===== config.mk =====
export PLATFORM = sky130hd
export DESIGN_NAME = generational_slot_pool
export DESIGN_NICKNAME = d
export VERILOG_FILES = /design/src/rtl/core/gsp_pkg.sv /design/src/rtl/core/gsp_in_stage.sv /design/src/rtl/core/gsp_alloc.sv /design/src/rtl/core/generational_slot_pool.sv
export SDC_FILE = /design/constraint.sdc
export NUM_CORES = 1
export LEC_CHECK = 0
export BUFFER_PORTS_ARGS = -buffer_cell sky130_fd_sc_hd__buf_2
export CORE_MARGIN = 8
export CORE_UTILIZATION = 55
export DETAILED_ROUTE_END_ITERATION = 6
export GPL_ROUTABILITY_DRIVEN = 0
export PLACE_DENSITY = 0.81
export SYNTH_ARGS = -nofsm -noshare
export SYNTH_HDL_FRONTEND = slang
export SYNTH_SLANG_ARGS = --single-unit

===== constraint.sdc =====
create_clock -name clk -period 2.77 [get_ports clk]
set_input_delay 0 -clock clk [delete_from_list [all_inputs] [get_ports clk]]
set_output_delay 0 -clock clk [all_outputs]
set_load 0.005 [all_outputs]

===== src/rtl/core/gsp_pkg.sv =====
package gsp_pkg;

  localparam int SLOTS    = 8;
  localparam int TAG_BITS = 16;

  localparam int SLOT_IDX_W = (SLOTS > 1) ? $clog2(SLOTS) : 1;
  localparam int BUSY_W     = $clog2(SLOTS + 1);
  localparam int CMP_W      = (TAG_BITS > 16) ? TAG_BITS : 16;

  localparam logic [7:0] SLOTS_LIMIT = 8'(SLOTS);

  typedef enum logic [1:0] {
    OP_ACQUIRE  = 2'd0,
    OP_VALIDATE = 2'd1,
    OP_RELEASE  = 2'd2
  } op_t;

  typedef enum logic [2:0] {
    ST_OK            = 3'd0,
    ST_INVALID       = 3'd1,
    ST_NOT_ALLOCATED = 3'd2,
    ST_STALE         = 3'd3,
    ST_NO_BUFFERS    = 3'd4
  } status_t;

  typedef struct packed {
    logic [1:0]  opcode;
    logic [7:0]  handle_slot;
    logic [15:0] handle_generation;
  } in_word_t;

  typedef struct packed {
    logic [2:0]  status;
    logic [7:0]  slot_out;
    logic [15:0] generation_out;
    logic [3:0]  busy_count;
  } out_word_t;

endpackage


===== src/rtl/core/gsp_in_stage.sv =====
module gsp_in_stage
  import gsp_pkg::*;
(
  input  logic     clk,
  input  logic     rst_n,
  input  logic     in_valid,
  output logic     in_stall,
  input  in_word_t in_word,
  input  logic     advance,
  output logic     stage_valid,
  output in_word_t stage_word
);

  logic     stage_valid_r;
  logic     stage_valid_nxt;
  in_word_t stage_word_r;
  logic     load;

  assign in_stall = stage_valid_r && !advance;
  assign load     = in_valid && !in_stall;

  always_comb begin
    stage_valid_nxt = stage_valid_r;
    if (load) begin
      stage_valid_nxt = 1'b1;
    end else if (advance) begin
      stage_valid_nxt = 1'b0;
    end
  end

  always_ff @(posedge clk) begin
    if (!rst_n) begin
      stage_valid_r <= 1'b0;
    end else begin
      stage_valid_r <= stage_valid_nxt;
    end
  end

  always_ff @(posedge clk) begin
    if (load) begin
      stage_word_r <= in_word;
    end
  end

  assign stage_valid = stage_valid_r;
  assign stage_word  = stage_word_r;

endmodule


===== src/rtl/core/gsp_alloc.sv =====
module gsp_alloc
  import gsp_pkg::*;
(
  input  logic      clk,
  input  logic      rst_n,
  input  in_word_t  stage_word,
  input  logic      advance,
  output out_word_t result
);

  logic                  slot_busy_r [SLOTS];
  logic [TAG_BITS-1:0]   slot_tag_r  [SLOTS];
  logic [TAG_BITS-1:0]   tag_counter_r;
  logic [TAG_BITS-1:0]   tag_counter_nxt;
  logic [BUSY_W-1:0]     busy_total_r;
  logic [BUSY_W-1:0]     busy_total_nxt;

  logic                  free_found;
  logic [SLOT_IDX_W-1:0] free_idx;
  logic [SLOT_IDX_W-1:0] hidx;
  logic [TAG_BITS-1:0]   tag_inc;
  logic [TAG_BITS-1:0]   tag_new;
  status_t               chk_status;
  status_t               status;
  logic                  grant;
  logic                  free_en;
  logic [7:0]            slot_res;
  logic [15:0]           gen_res;

  always_comb begin
    free_found = 1'b0;
    free_idx   = '0;
    for (int i = SLOTS - 1; i >= 0; i--) begin
      if (!slot_busy_r[i]) begin
        free_found = 1'b1;
        free_idx   = SLOT_IDX_W'(i);
      end
    end
  end

  assign hidx    = stage_word.handle_slot[SLOT_IDX_W-1:0];
  assign tag_inc = tag_counter_r + TAG_BITS'(1);
  assign tag_new = (tag_inc == '0) ? TAG_BITS'(1) : tag_inc;

  always_comb begin
    if (stage_word.handle_slot >= SLOTS_LIMIT || stage_word.handle_generation == 16'd0) begin
      chk_status = ST_INVALID;
    end else if (!slot_busy_r[hidx]) begin
      chk_status = ST_NOT_ALLOCATED;
    end else if (CMP_W'(slot_tag_r[hidx]) != CMP_W'(stage_word.handle_generation)) begin
      chk_status = ST_STALE;
    end else begin
      chk_status = ST_OK;
    end
  end

  always_comb begin
    status   = ST_INVALID;
    grant    = 1'b0;
    free_en  = 1'b0;
    slot_res = stage_word.handle_slot;
    gen_res  = stage_word.handle_generation;
    unique case (op_t'(stage_word.opcode))
      OP_ACQUIRE: begin
        if (free_found) begin
          status   = ST_OK;
          grant    = 1'b1;
          slot_res = 8'(free_idx);
          gen_res  = 16'(tag_new);
        end else begin
          status   = ST_NO_BUFFERS;
          slot_res = 8'd0;
          gen_res  = 16'd0;
        end
      end
      OP_VALIDATE: begin
        status = chk_status;
      end
      OP_RELEASE: begin
        status  = chk_status;
        free_en = (chk_status == ST_OK);
      end
      default: begin
        status = ST_INVALID;
      end
    endcase
  end

  always_comb begin
    busy_total_nxt  = busy_total_r;
    tag_counter_nxt = tag_counter_r;
    if (grant) begin
      busy_total_nxt  = busy_total_r + BUSY_W'(1);
      tag_counter_nxt = tag_new;
    end else if (free_en) begin
      busy_total_nxt = busy_total_r - BUSY_W'(1);
    end
  end

  assign result.status         = status;
  assign result.slot_out       = slot_res;
  assign result.generation_out = gen_res;
  assign result.busy_count     = 4'(busy_total_nxt);

  always_ff @(posedge clk) begin
    if (!rst_n) begin
      tag_counter_r <= '0;
      busy_total_r  <= '0;
      for (int i = 0; i < SLOTS; i++) begin
        slot_busy_r[i] <= 1'b0;
        slot_tag_r[i]  <= '0;
      end
    end else if (advance) begin
      tag_counter_r <= tag_counter_nxt;
      busy_total_r  <= busy_total_nxt;
      if (grant) begin
        slot_busy_r[free_idx] <= 1'b1;
        slot_tag_r[free_idx]  <= tag_new;
      end else if (free_en) begin
        slot_busy_r[hidx] <= 1'b0;
      end
    end
  end

endmodule


===== src/rtl/core/generational_slot_pool.sv =====
// Generational slot pool: hands out slot handles tagged with a generation.
// Input channel: in_valid / in_stall / in_word (opcode, handle_slot,
// handle_generation). Opcodes: acquire, validate, release.
// Result channel: out_valid / out_stall / out_word (status, slot_out,
// generation_out, busy_count); exactly one result word per input word.
// The word lands in the input register when it is accepted; lookup and
// update fill the result register when the word advances, which waits
// while a held result is stalled.
// Throughput: one word per cycle while out_stall is low; the first-free
// priority encoder and slot-table handle check are both combinational.
// A stalled result holds; the input register still takes one word while the
// held result waits, then in_stall rises until out_stall drops.
// Reset (rst_n low, synchronous): all slots free, generation counter and
// busy count zero, both registers empty. Ready for input as soon as reset
// is released.
module generational_slot_pool
  import gsp_pkg::*;
(
  input  logic      clk,
  input  logic      rst_n,
  input  logic      in_valid,
  output logic      in_stall,
  input  in_word_t  in_word,
  output logic      out_valid,
  input  logic      out_stall,
  output out_word_t out_word
);

  logic      stage_valid;
  in_word_t  stage_word;
  logic      advance;
  out_word_t result;
  logic      out_valid_r;
  logic      out_valid_nxt;
  out_word_t out_word_r;

  assign advance = stage_valid && (!out_valid_r || !out_stall);

  gsp_in_stage u_in_stage (
    .clk         (clk),
    .rst_n       (rst_n),
    .in_valid    (in_valid),
    .in_stall    (in_stall),
    .in_word     (in_word),
    .advance     (advance),
    .stage_valid (stage_valid),
    .stage_word  (stage_word)
  );

  gsp_alloc u_alloc (
    .clk        (clk),
    .rst_n      (rst_n),
    .stage_word (stage_word),
    .advance    (advance),
    .result     (result)
  );

  always_comb begin
    out_valid_nxt = out_valid_r;
    if (advance) begin
      out_valid_nxt = 1'b1;
    end else if (!out_stall) begin
      out_valid_nxt = 1'b0;
    end
  end

  always_ff @(posedge clk) begin
    if (!rst_n) begin
      out_valid_r <= 1'b0;
    end else begin
      out_valid_r <= out_valid_nxt;
    end
  end

  always_ff @(posedge clk) begin
    if (advance) begin
      out_word_r <= result;
    end
  end

  assign out_valid = out_valid_r;
  assign out_word  = out_word_r;

endmodule


After elaboration in Yosys (flattened, before gate mapping) --
Memories as Yosys holds them, arrays and structs flattened. A register that Yosys moved wholly into a read port is not among the register bits. Index checks and enable logic that the tools add are counted. Widths: inputs -> output; s select.
Cells by class: $add $sub $neg 3, magnitude comparators 1, eq/ne operators 4, multiplexer cells 56, reduce and logical (&&, ||, !) cells 19
Operator list (number):
- $mux 16 | 4
- $mux 3 | 17
- $logic_not 16->1 | 2
- $mux 1 | 30
- $add 16x1->16 const B | 1
- $ne 16x16->1 | 1
- $reduce_or 16->1 | 1
- $ge 8x4->1 const B | 1
- $mux 4 | 2
- $mux 8 | 1
- $pmux 3 s2 | 1
- $add 4x1->4 const B | 1
- $logic_not 1->1 | 4
- $sub 4x1->4 const B | 1
- $logic_and 1x1->1 | 3
- $logic_not 3->1 | 1
- $eq 2x1->1 const B | 1
- $eq 2x2->1 const B | 1
- $logic_not 2->1 | 1
- $logic_or 1x1->1 | 2
- $mux 2 | 1
- $ne 2x1->1 const B | 1
- $reduce_and 2->1 | 1
- $reduce_bool 2->1 | 1
- other kinds (2) | 3
Storage, ports and cells: flip-flop bits (word level) 79, RAM bits 136, bits of input ports 30, output and inout bits 33, memories 2
Memories:
- u_alloc.slot_tag_r | depth 8, width 16, rd ports 1, clocked after memory_dff 1, wr ports 8, RTL line gsp_alloc.sv:12 | logic [TAG_BITS-1:0] slot_tag_r [SLOTS];
- u_alloc.slot_busy_r | depth 8, width 1, rd ports 9, clocked after memory_dff 1, wr ports 8, RTL line gsp_alloc.sv:11 | logic slot_busy_r [SLOTS];

Logic depth before layout (Yosys ltp) --
Gate-level depths: netlist of the first run. An unclocked memory read counts as a cell.
depth after elaboration 18, mapped depth 12

Hierarchy --
Synthesis of the first run repeated with hierarchy kept, for this count alone.
Unflattened totals: cells, all modules 834, area total of the unflattened synthesis 9873.2 sq um
Modules (own cells, without submodules):
- gsp_alloc | times used 1, cells each 769, area each 8075.2 sq um, seq. area each 4404.2 sq um
- generational_slot_pool | times used 1, cells each 35, area each 969.7 sq um, seq. area each 950.9 sq um
- gsp_in_stage | times used 1, cells each 30, area each 828.3 sq um, seq. area each 800.8 sq um

Worst setup path before layout of the first run --
No wires, ideal clock.
kind register to register, start reg u_alloc.tag_counter_r[0], end reg out_word_r (netlist bit out_word[5]), data pin, arrival 2.510 ns, slack -0.013 ns, stages on the path, launching flop included 10, path buffers 0, period minus slack after synthesis 2.783 ns, cell sequence dfxtp_1 -> ha_1 -> nand3_1 -> nor4_1 -> xnor2_1 -> nand2_1 -> nor4b_1 -> nand4_1 -> nand2_1 -> o22ai_1
RTL lines:
- start, declared | RTL line gsp_alloc.sv:13 | logic [TAG_BITS-1:0] tag_counter_r;
- start signal, assigned | RTL line gsp_alloc.sv:114 | tag_counter_r <= tag_counter_nxt;
- end signal, assigned | RTL line generational_slot_pool.sv:77 | out_word_r <= result;
- end, declared | RTL line generational_slot_pool.sv:35 | out_word_t out_word_r;

==> results.json, run 1 <==
{
  "power_density_nw_per_um2": 628,
  "finalInstanceArea_um2": 12200,
  "syn_avg_cell_area_um2": 12.6,
  "violations": "negative setup slack",
  "dr.pass1.iters": 7,
  "min_from": "in_word[23]",
  "worstPathMaxFanout": 8,
  "crit_path_end_kind": "flop",
  "yosys_most_used_dff": "edfxtp_1",
  "rsz0062_at_grt": "true",
  "gr-total-overflow": 0,
  "start_kind": "flop",
  "synthXorXnorAreaFrac": 0.0315,
  "yosysSeqAreaShare": 0.638,
  "cap_violations": 0,
  "wire_per_inst_um": 26.0,
  "routed_wl_um": 30800,
  "synth_top_family_by_area": "simple AND/OR/NAND/NOR gates",
  "htree_num_levels": 1,
  "grt_pass1_vias": 7665,
  "cp.arrival_ps": 3580,
  "fp.dieH_um": 149,
  "syn_nets": 810,
  "hp-class": "input port to flop",
  "synth_compound_area_frac": 0.0571,
  "die-area_um2": 22200,
  "synth-warning-count": 0,
  "worstSetupPathType": "flop to flop",
  "synth_area_um2": 9740,
  "drv_slew": 0,
  "cts_made_buffers": 23,
  "core_area_um2": 17300,
  "synth_mux_area_frac": 0.0915,
  "clk_latency_ps": 520,
  "fin_setup_tns_ps": -5340,
  "timing.hold.ws_ps": 188,
  "worst-r2r-setup-slack_ps": -410,
  "synthAdderAreaFrac": 0.00771,
  "clkTransAtPathRegs_ps": 70,
  "detail-route-antenna-nets": 0,
  "finalSetupViolCount": 18,
  "vias": 7758,
  "grt_antenna_before_repair": 1,
  "grt_use_total": 0.256,
  "io_buffer_count": 62,
  "dpl_cell_area_um2": 10700,
  "mostFrequentLayoutCells": "185 x edfxtp_1, 149 x nor2_1, 68 x buf_4, 62 x buf_2, 59 x nand2_1",
  "fin_crit_ps": 3180,
  "pin_count": 63,
  "synth_seq_cells": 218,
  "worstMarginPinSlew_ps": 1270,
  "initial_core_util": 0.563,
  "initialDrtViolationCount": 1136,
  "max_slew_margin": 0.144,
  "hold_viol": 0,
  "worst_slack_ps": -414,
  "crit_required_ps": 3170,
  "synthDistinctLibCells": 58,
  "syn_inst": 774,
  "root_buffer": "clkbuf_16",
  "finalCritPeriodShare": 1.15,
  "die_x_um": 149,
  "fmax_mhz": 314,
  "status": "finished with violations",
  "final_common_cell": "edfxtp_1",
  "cts_buffer_depth": 3,
  "clock-skew-final_ps": 17.2,
  "synth-edff-count": 185,
  "peakVddDrop_mv": 0.588,
  "num_rows": 48,
  "yosys.area_share.simple": 0.138,
  "route.detailed.drc": 0,
  "synthArstFlopShare": 0,
  "cts_tree": "done",
  "viasPerCell": 6.55,
  "p_leak_nw": 4.53,
  "grt_pass1_wl_um": 43400,
  "cts.sinks": 218,
  "layout-drive-gt1-share": 0.266,
  "grt_max_degree": 33,
  "area_growth_pct": 25.8,
  "nNetsFinal": 977,
  "dp_hpwl_um": 16700
}
logic make-up after synthesis:
family | count (synthesis)
AOI/OAI and AO/OA | 86
DFF | 218
buffers and inverters | 70
muxes | 64
adders and majority gates | 6
and+or+nand+nor | 295
xor gates and xnor gates | 35
cell usage after synthesis, types with 7 or more instances:
master      n  share of area
nor2_1    149          0.057
mux2i_1    29          0.030
edfxtp_1  185           0.57
nor2b_1     9         0.0058
o22ai_1    26          0.017
nand3_1    16         0.0082
inv_1      31          0.012
dfxtp_1    33          0.068
nand2_1    61          0.024
nand4_1    10         0.0064
clkbuf_1   24         0.0093
mux2_2     15          0.017
xor2_1     17          0.015
nor4_1      9         0.0058
a21oi_1     8         0.0041
xnor2_1    18          0.016
or3_1      12         0.0077
a22o_1      7         0.0063
mux4_2     17          0.039
o21ai_0    19         0.0098
cell type report:
type                            count  area (µm²)
Clock buffer                       28         614
Sequential cell                   218        6220
Multi-Input combinational cell    486        3420
Inverter                           33         124
Antenna cell                        1        2.50
Fill cell                        1033        5050
Timing Repair Buffer              179        1440
Clock inverter                     14         141
Tap cell                          225         282
sequential cells by signal (all words and copies together), names as in the netlist, named ones only:
signal / flops
out_valid: 1
u_in_stage.stage_valid: 1
u_alloc.tag_counter_r: 16
u_alloc.slot_tag_r: 128
u_alloc.slot_busy_r: 8
u_alloc.busy_total_r: 4
u_in_stage.stage_word: 26
out_word: 31
worst max-delay path, cell delays in order, from the launching register on:
cell	delay (ps)
dfxtp_2	350
buf_12	130
buf_6	150
buf_4	160
mux4_2	510
mux2i_1	290
xnor2_1	170
nor4_4	250
buf_4	200
nand4_4	140
buf_12	200
buf_12	130
buf_6	110
nor4_4	150
o21ai_1	110
power by group:
part | total (mW) | internal (mW) | switching, mW
Combinational | 0.752 | 0.331 | 0.421
Clock | 3.17 | 1.85 | 1.31
Sequential | 3.77 | 3.70 | 0.0723
metal layers:
layer	vias to the layer above	track usage	routed length, µm
met2	765	0.431	14500
met5	-	0	13
met3	240	0.0655	3990
met4	2	0.156	2500
met1	3601	0.288	9770
li1	3150	-	-
metrics by stage:
| stage | std cells | power [mW] | setup slack (ps) | util |
|---|---|---|---|---|
| floorplan | 774 | 4.19 | 57.0 | - |
| global placement | 1090 | 4.38 | -81.5 | 0.617 |
| detailed placement | 1090 | 4.42 | -298 | 0.617 |
| CTS | 1172 | 7.55 | -112 | 0.695 |
| global route | 1183 | 7.84 | -450 | 0.708 |
| finish | 1184 | 7.69 | -414 | 0.708 |
what timing repair did:
item                                    CTS  global route
cloned                                    1             2
hold endpoints to repair                 37             0
hold buffers                             30             0
endpoints found under the setup margin   20           124
pin swaps                                24            16
gates resized for setup                  43            22
setup buffers                             9            10
path summary, 6_finish.rpt:
check             cells after the start                   endpoint
setup / recovery                     14     u_alloc.slot_busy_r[3]
hold / removal                        2  u_in_stage.stage_word[23]
setup reg to reg                     14     u_alloc.slot_busy_r[3]
hold reg to reg                       2    u_alloc.busy_total_r[3]
Note: power is estimated with default switching activity, not from simulation.
==> run 2, diff against run 1 <==
Settings changed: CORE_UTILIZATION 55 to 57, CTS_BUF_LIST from default to sky130_fd_sc_hd__clkbuf_2 sky130_fd_sc_hd__clkbuf_4 sky130_fd_sc_hd__clkbuf_8, PLACE_DENSITY 0.81 to 0.84.
==> run 2 against run 1 <==
The run ends with design-rule violations, negative setup slack left. Die area decreased by 3.1%. Global-route usage increased by 1.2 points. Fmax increased by 1.8%. Critical path depth decreased by 3. Wire length decreased by 3.2%. Power decreased by 5.1%. Cell area decreased by 0.24%. Register-to-register slack improved by 60 ps. Sequential power about the same. Clock-buffer cell count increased by 21. Combinational power about the same. Non-clock buffer count increased by 2. Critical path type unchanged. Highest routed layer is now met4.
==> results.json, run 2 (synthesis results as in run 1) <==
{
  "worst_slack_ps": -357,
  "clock-skew-final_ps": 27.0,
  "grt_pass1_vias": 7856,
  "crit_path_end_kind": "flop",
  "worstMarginPinSlew_ps": 1050,
  "dp_hpwl_um": 16300,
  "mostFrequentLayoutCells": "185 x edfxtp_1, 149 x nor2_1, 75 x buf_4, 62 x buf_2, 59 x nand2_1",
  "clk_latency_ps": 540,
  "power_density_nw_per_um2": 598,
  "max_slew_margin": 0.292,
  "cts_made_buffers": 36,
  "viasPerCell": 6.51,
  "pin_count": 63,
  "grt_use_total": 0.268,
  "peakVddDrop_mv": 0.408,
  "fp.dieH_um": 147,
  "start_kind": "flop",
  "fill_cells": 919,
  "vias": 7820,
  "power.total_mw": 7.30,
  "crit_required_ps": 3050,
  "io_buffer_count": 62,
  "cts_tree": "done",
  "grt_max_degree": 33,
  "dpl_cell_area_um2": 10700,
  "p_leak_nw": 4.49,
  "initial_core_util": 0.585,
  "cap_violations": 0,
  "wire_per_inst_um": 24.8,
  "finalCritPeriodShare": 1.13,
  "status": "finished with violations",
  "clkTransAtPathRegs_ps": 60,
  "fin_crit_ps": 3130,
  "fin_setup_tns_ps": -4840,
  "crit_chain": "buf_12 > buf_4 > mux4_2 > mux2i_2 > xnor2_1 > o2111ai_2 > nor4_4 > nand4_4 > buf_12 > o21ai_4 > xor2_1",
  "grt_pass1_wl_um": 44300,
  "final_common_cell": "edfxtp_1",
  "core_area_um2": 16600,
  "cpPeakStageDelay_ps": 520,
  "die-area_um2": 21500,
  "regMostFlops": "u_alloc.slot_tag_r",
  "largest_register_ffs": 128,
  "finalInstanceArea_um2": 12200,
  "nNetsFinal": 992,
  "crit_path_frequent_cell": "buf_12",
  "drv_slew": 0,
  "cts_buffer_depth": 3,
  "rsz0062_at_grt": "true",
  "worst-r2r-setup-slack_ps": -360,
  "detail-route-antenna-nets": 0,
  "violations": "design-rule violations, negative setup slack",
  "worstPathMaxFanout": 6,
  "fmax_mhz": 320,
  "htree_num_levels": 2,
  "min_from": "in_word[3]",
  "worstSetupPathType": "flop to flop",
  "route.detailed.drc": 1,
  "grt_antenna_before_repair": 1,
  "layout-drive-gt1-share": 0.292,
  "dr.pass1.iters": 7,
  "finalSetupViolCount": 18,
  "initialDrtViolationCount": 1156,
  "hp-class": "input port to flop",
  "gr-total-overflow": 0,
  "cts.sinks": 218,
  "area_growth_pct": 25.5,
  "die_x_um": 147,
  "num_rows": 47,
  "routed_wl_um": 29800,
  "slowest_stage": "mux4_2",
  "root_buffer": "clkbuf_8",
  "hold_viol": 0,
  "cp.arrival_ps": 3400
}
## run 2: final cells by class
class / instances / area [µm²] / share of cell area
diodes: 1 / 2.50 / 0.000205
clock buffers: 49 / 624 / 0.0511
clock inverters: 13 / 57.6 / 0.00471
inverters: 33 / 124 / 0.0101
multi-input cells: 486 / 3500 / 0.287
flip-flops and latches: 218 / 6220 / 0.510
well taps: 220 / 275 / 0.0225
repair buffers: 181 / 1400 / 0.115
## run 2: final timing paths
check,end,cells past startpoint
worst max register to register,out_word[2],11
worst min register to register,u_alloc.busy_total_r[3],2
worst max-delay path,out_word[2],11
worst min-delay path,u_in_stage.stage_word[3],2
## run 2: worst max-delay path, delay by kind of cell, from the launching register on
| kind | cells | cell delay (ps) |
|---|---|---|
| mux | 2 | 800 |
| simple gates | 2 | 580 |
| buf+inv | 3 | 460 |
| flops | 1 | 400 |
| compound gates | 2 | 320 |
| xor+xnor | 2 | 300 |
## run 2: per-layer routing
layer  wire [µm]  vias up  GRT usage
met3        4240      194     0.0857
li1            -     3193          -
met4        1890        0      0.174
met2       13800      765      0.423
met5           0        -          0
met1        9870     3668      0.310
## run 2: repair_timing
action | 4_1_cts | 5_1_grt
endpoints found under the setup margin | 16 | 34
hold buffers | 30 | 0
cloned | 2 | 0
pin swaps | 25 | 12
endpoints found under the hold margin | 33 | 0
buffers inserted | 9 | 9
resized for setup | 44 | 34
## run 2: per-stage QoR
step | utilization | hold slack (ps) | setup slack, ps | std cells
2_1_floorplan | - | 98.9 | 57.0 | 774
3_3_place_gp | 0.643 | 177 | -80.5 | 1091
3_5_place_dp | 0.643 | 179 | -176 | 1091
4_1_cts | 0.724 | 175 | -85.2 | 1194
5_1_grt | 0.734 | 177 | -375 | 1201
6_report | 0.734 | 189 | -357 | 1201
## run 2: report_power, final
group	switching (mW)	leakage, nW	internal [mW]
clock network	1.31	0.368	1.46
registers	0.0784	2.07	3.70
logic	0.421	2.06	0.333
total	1.81	4.49	5.50
==> run 3, diff against run 2 <==
Settings changed: CORE_ASPECT_RATIO from default to 1.25.
==> run 3 against run 2 <==
The flow finishes with violations (negative setup slack). First-iteration DRC count shrank 13%. Combinational power fell by 6.5%. Register-to-register slack better by 140 ps. Core utilization fell by 1.3 points. Sequential power hardly changed. Critical path depth increased by 2. Clock power about the same. Clock-buffer cell count fell by 6. Fmax up 4.5%. Critical endpoint is now u_alloc.slot_busy_r[3]. Largest cell class unchanged.
==> results.json, run 3 (synthesis results as in run 1) <==
{
  "status": "finished with violations",
  "violations": "negative setup slack",
  "cts_tree": "done",
  "clk_latency_ps": 540,
  "drv_slew": 0,
  "power_density_nw_per_um2": 598,
  "regMostFlops": "u_alloc.slot_tag_r",
  "die-area_um2": 21500,
  "grt_use_total": 0.245,
  "htree_num_levels": 2,
  "wire_per_inst_um": 23.8,
  "r2r_cells": 13,
  "power.total_mw": 7.23,
  "max_slew_margin": 0.221,
  "worstPathMaxFanout": 8,
  "layout-drive-gt1-share": 0.281,
  "crit_chain": "buf_12 > buf_8 > mux4_2 > mux2i_1 > xnor2_1 > nand2_1 > nor4_2 > buf_4 > nand4_4 > buf_8 > buf_4 > nor4_2 > o21ai_1",
  "route.detailed.drc": 0,
  "core_area_um2": 16800,
  "largest_register_ffs": 128,
  "cpPeakStageDelay_ps": 490,
  "crit_required_ps": 3180,
  "clock-skew-final_ps": 36.6,
  "hold_viol": 0,
  "cts.sinks": 218,
  "io_buffer_count": 62,
  "crit_path_end_kind": "flop",
  "fin_setup_tns_ps": -1980,
  "hp-class": "input port to flop",
  "crit_cells": 13,
  "clkTransAtPathRegs_ps": 60,
  "pin_count": 63,
  "viasPerCell": 6.26,
  "p_leak_nw": 4.43,
  "num_rows": 53,
  "rsz0062_at_grt": "true",
  "critPathTopFamily": "simple AND/OR/NAND/NOR gates",
  "grt_max_degree": 33,
  "worst_slack_ps": -221,
  "cts_made_buffers": 35,
  "finalCritPeriodShare": 1.08,
  "nNetsFinal": 983,
  "routed_wl_um": 28400,
  "antennaDiodeCount": 0,
  "hold_path_depth": 2,
  "finalSetupViolCount": 18,
  "mostFrequentLayoutCells": "185 x edfxtp_1, 149 x nor2_1, 66 x buf_4, 62 x buf_2, 59 x nand2_1",
  "final_common_cell": "edfxtp_1",
  "worstMarginPinSlew_ps": 1160,
  "grt_pass1_wl_um": 40400,
  "grt_antenna_before_repair": 0,
  "vias": 7448,
  "area_growth_pct": 24.2,
  "fmax_mhz": 334,
  "grt_pass1_vias": 7278,
  "detail-route-antenna-nets": 0,
  "initialDrtViolationCount": 1011,
  "worstSetupPathType": "flop to flop",
  "root_buffer": "clkbuf_8",
  "dp_hpwl_um": 16600,
  "fp.dieH_um": 162,
  "die_x_um": 133,
  "cts_buffer_depth": 3,
  "peakVddDrop_mv": 0.370,
  "fin_crit_ps": 2990,
  "cap_violations": 0,
  "initial_core_util": 0.580,
  "slowest_stage": "mux4_2",
  "start_kind": "flop",
  "cp.arrival_ps": 3400,
  "dr.pass1.iters": 5,
  "critPathBufInv": 5,
  "gr-total-overflow": 0
}
run 3: power by group:
group	total, mW	internal (mW)	switching, mW
clock	2.75	1.49	1.26
combinational	0.705	0.314	0.391
sequential	3.78	3.70	0.0746
run 3: final timing paths:
| check | startpoint | endpoint | slack (ps) |
|---|---|---|---|
| max | flop | u_alloc.slot_busy_r[3] | -220 |
| min | in_word[25] | u_in_stage.stage_word[25] | 180 |
| max reg2reg | flop | u_alloc.slot_busy_r[3] | -220 |
| min reg2reg | u_alloc.busy_total_r[3] | u_alloc.busy_total_r[3] | 490 |
run 3: final cells by class:
cell class,count,area (µm²)
repair buffers,173,1330
multi-input cells,486,3470
clock buffers,43,548
clock inverters,17,129
well taps,220,275
inverters,33,124
flip-flops and latches,218,6220
fillers,979,4680
run 3: stage by stage:
| stage | setup WS, ps | util | area, µm² | hold slack [ps] | cells |
|---|---|---|---|---|---|
| final | -221 | 0.721 | 12100 | 180 | 1190 |
| after detailed placement | -207 | 0.634 | 10600 | 178 | 1084 |
| after floorplan | 57.0 | - | 9740 | 98.9 | 774 |
| after global placement | -55.4 | 0.634 | 10600 | 177 | 1084 |
| after CTS | -100 | 0.702 | 11800 | 154 | 1176 |
| after global routing | -259 | 0.721 | 12100 | 177 | 1190 |
run 3: layer usage:
layer,global-route usage,share of wire,vias up
met3,0.0553,0.10,144
met5,0,0,-
li1,-,-,3156
met2,0.421,0.51,612
met1,0.268,0.33,3536
met4,0.160,0.064,0
run 3: timing repair:
| item | CTS | global route |
|---|---|---|
| pin swaps | 16 | 16 |
| setup buffers | 2 | 13 |
| cloned | 0 | 1 |
| hold buffers | 30 | 0 |
| endpoints found under the hold margin | 41 | 0 |
| setup endpoints to repair | 19 | 36 |
| resized for setup | 31 | 39 |
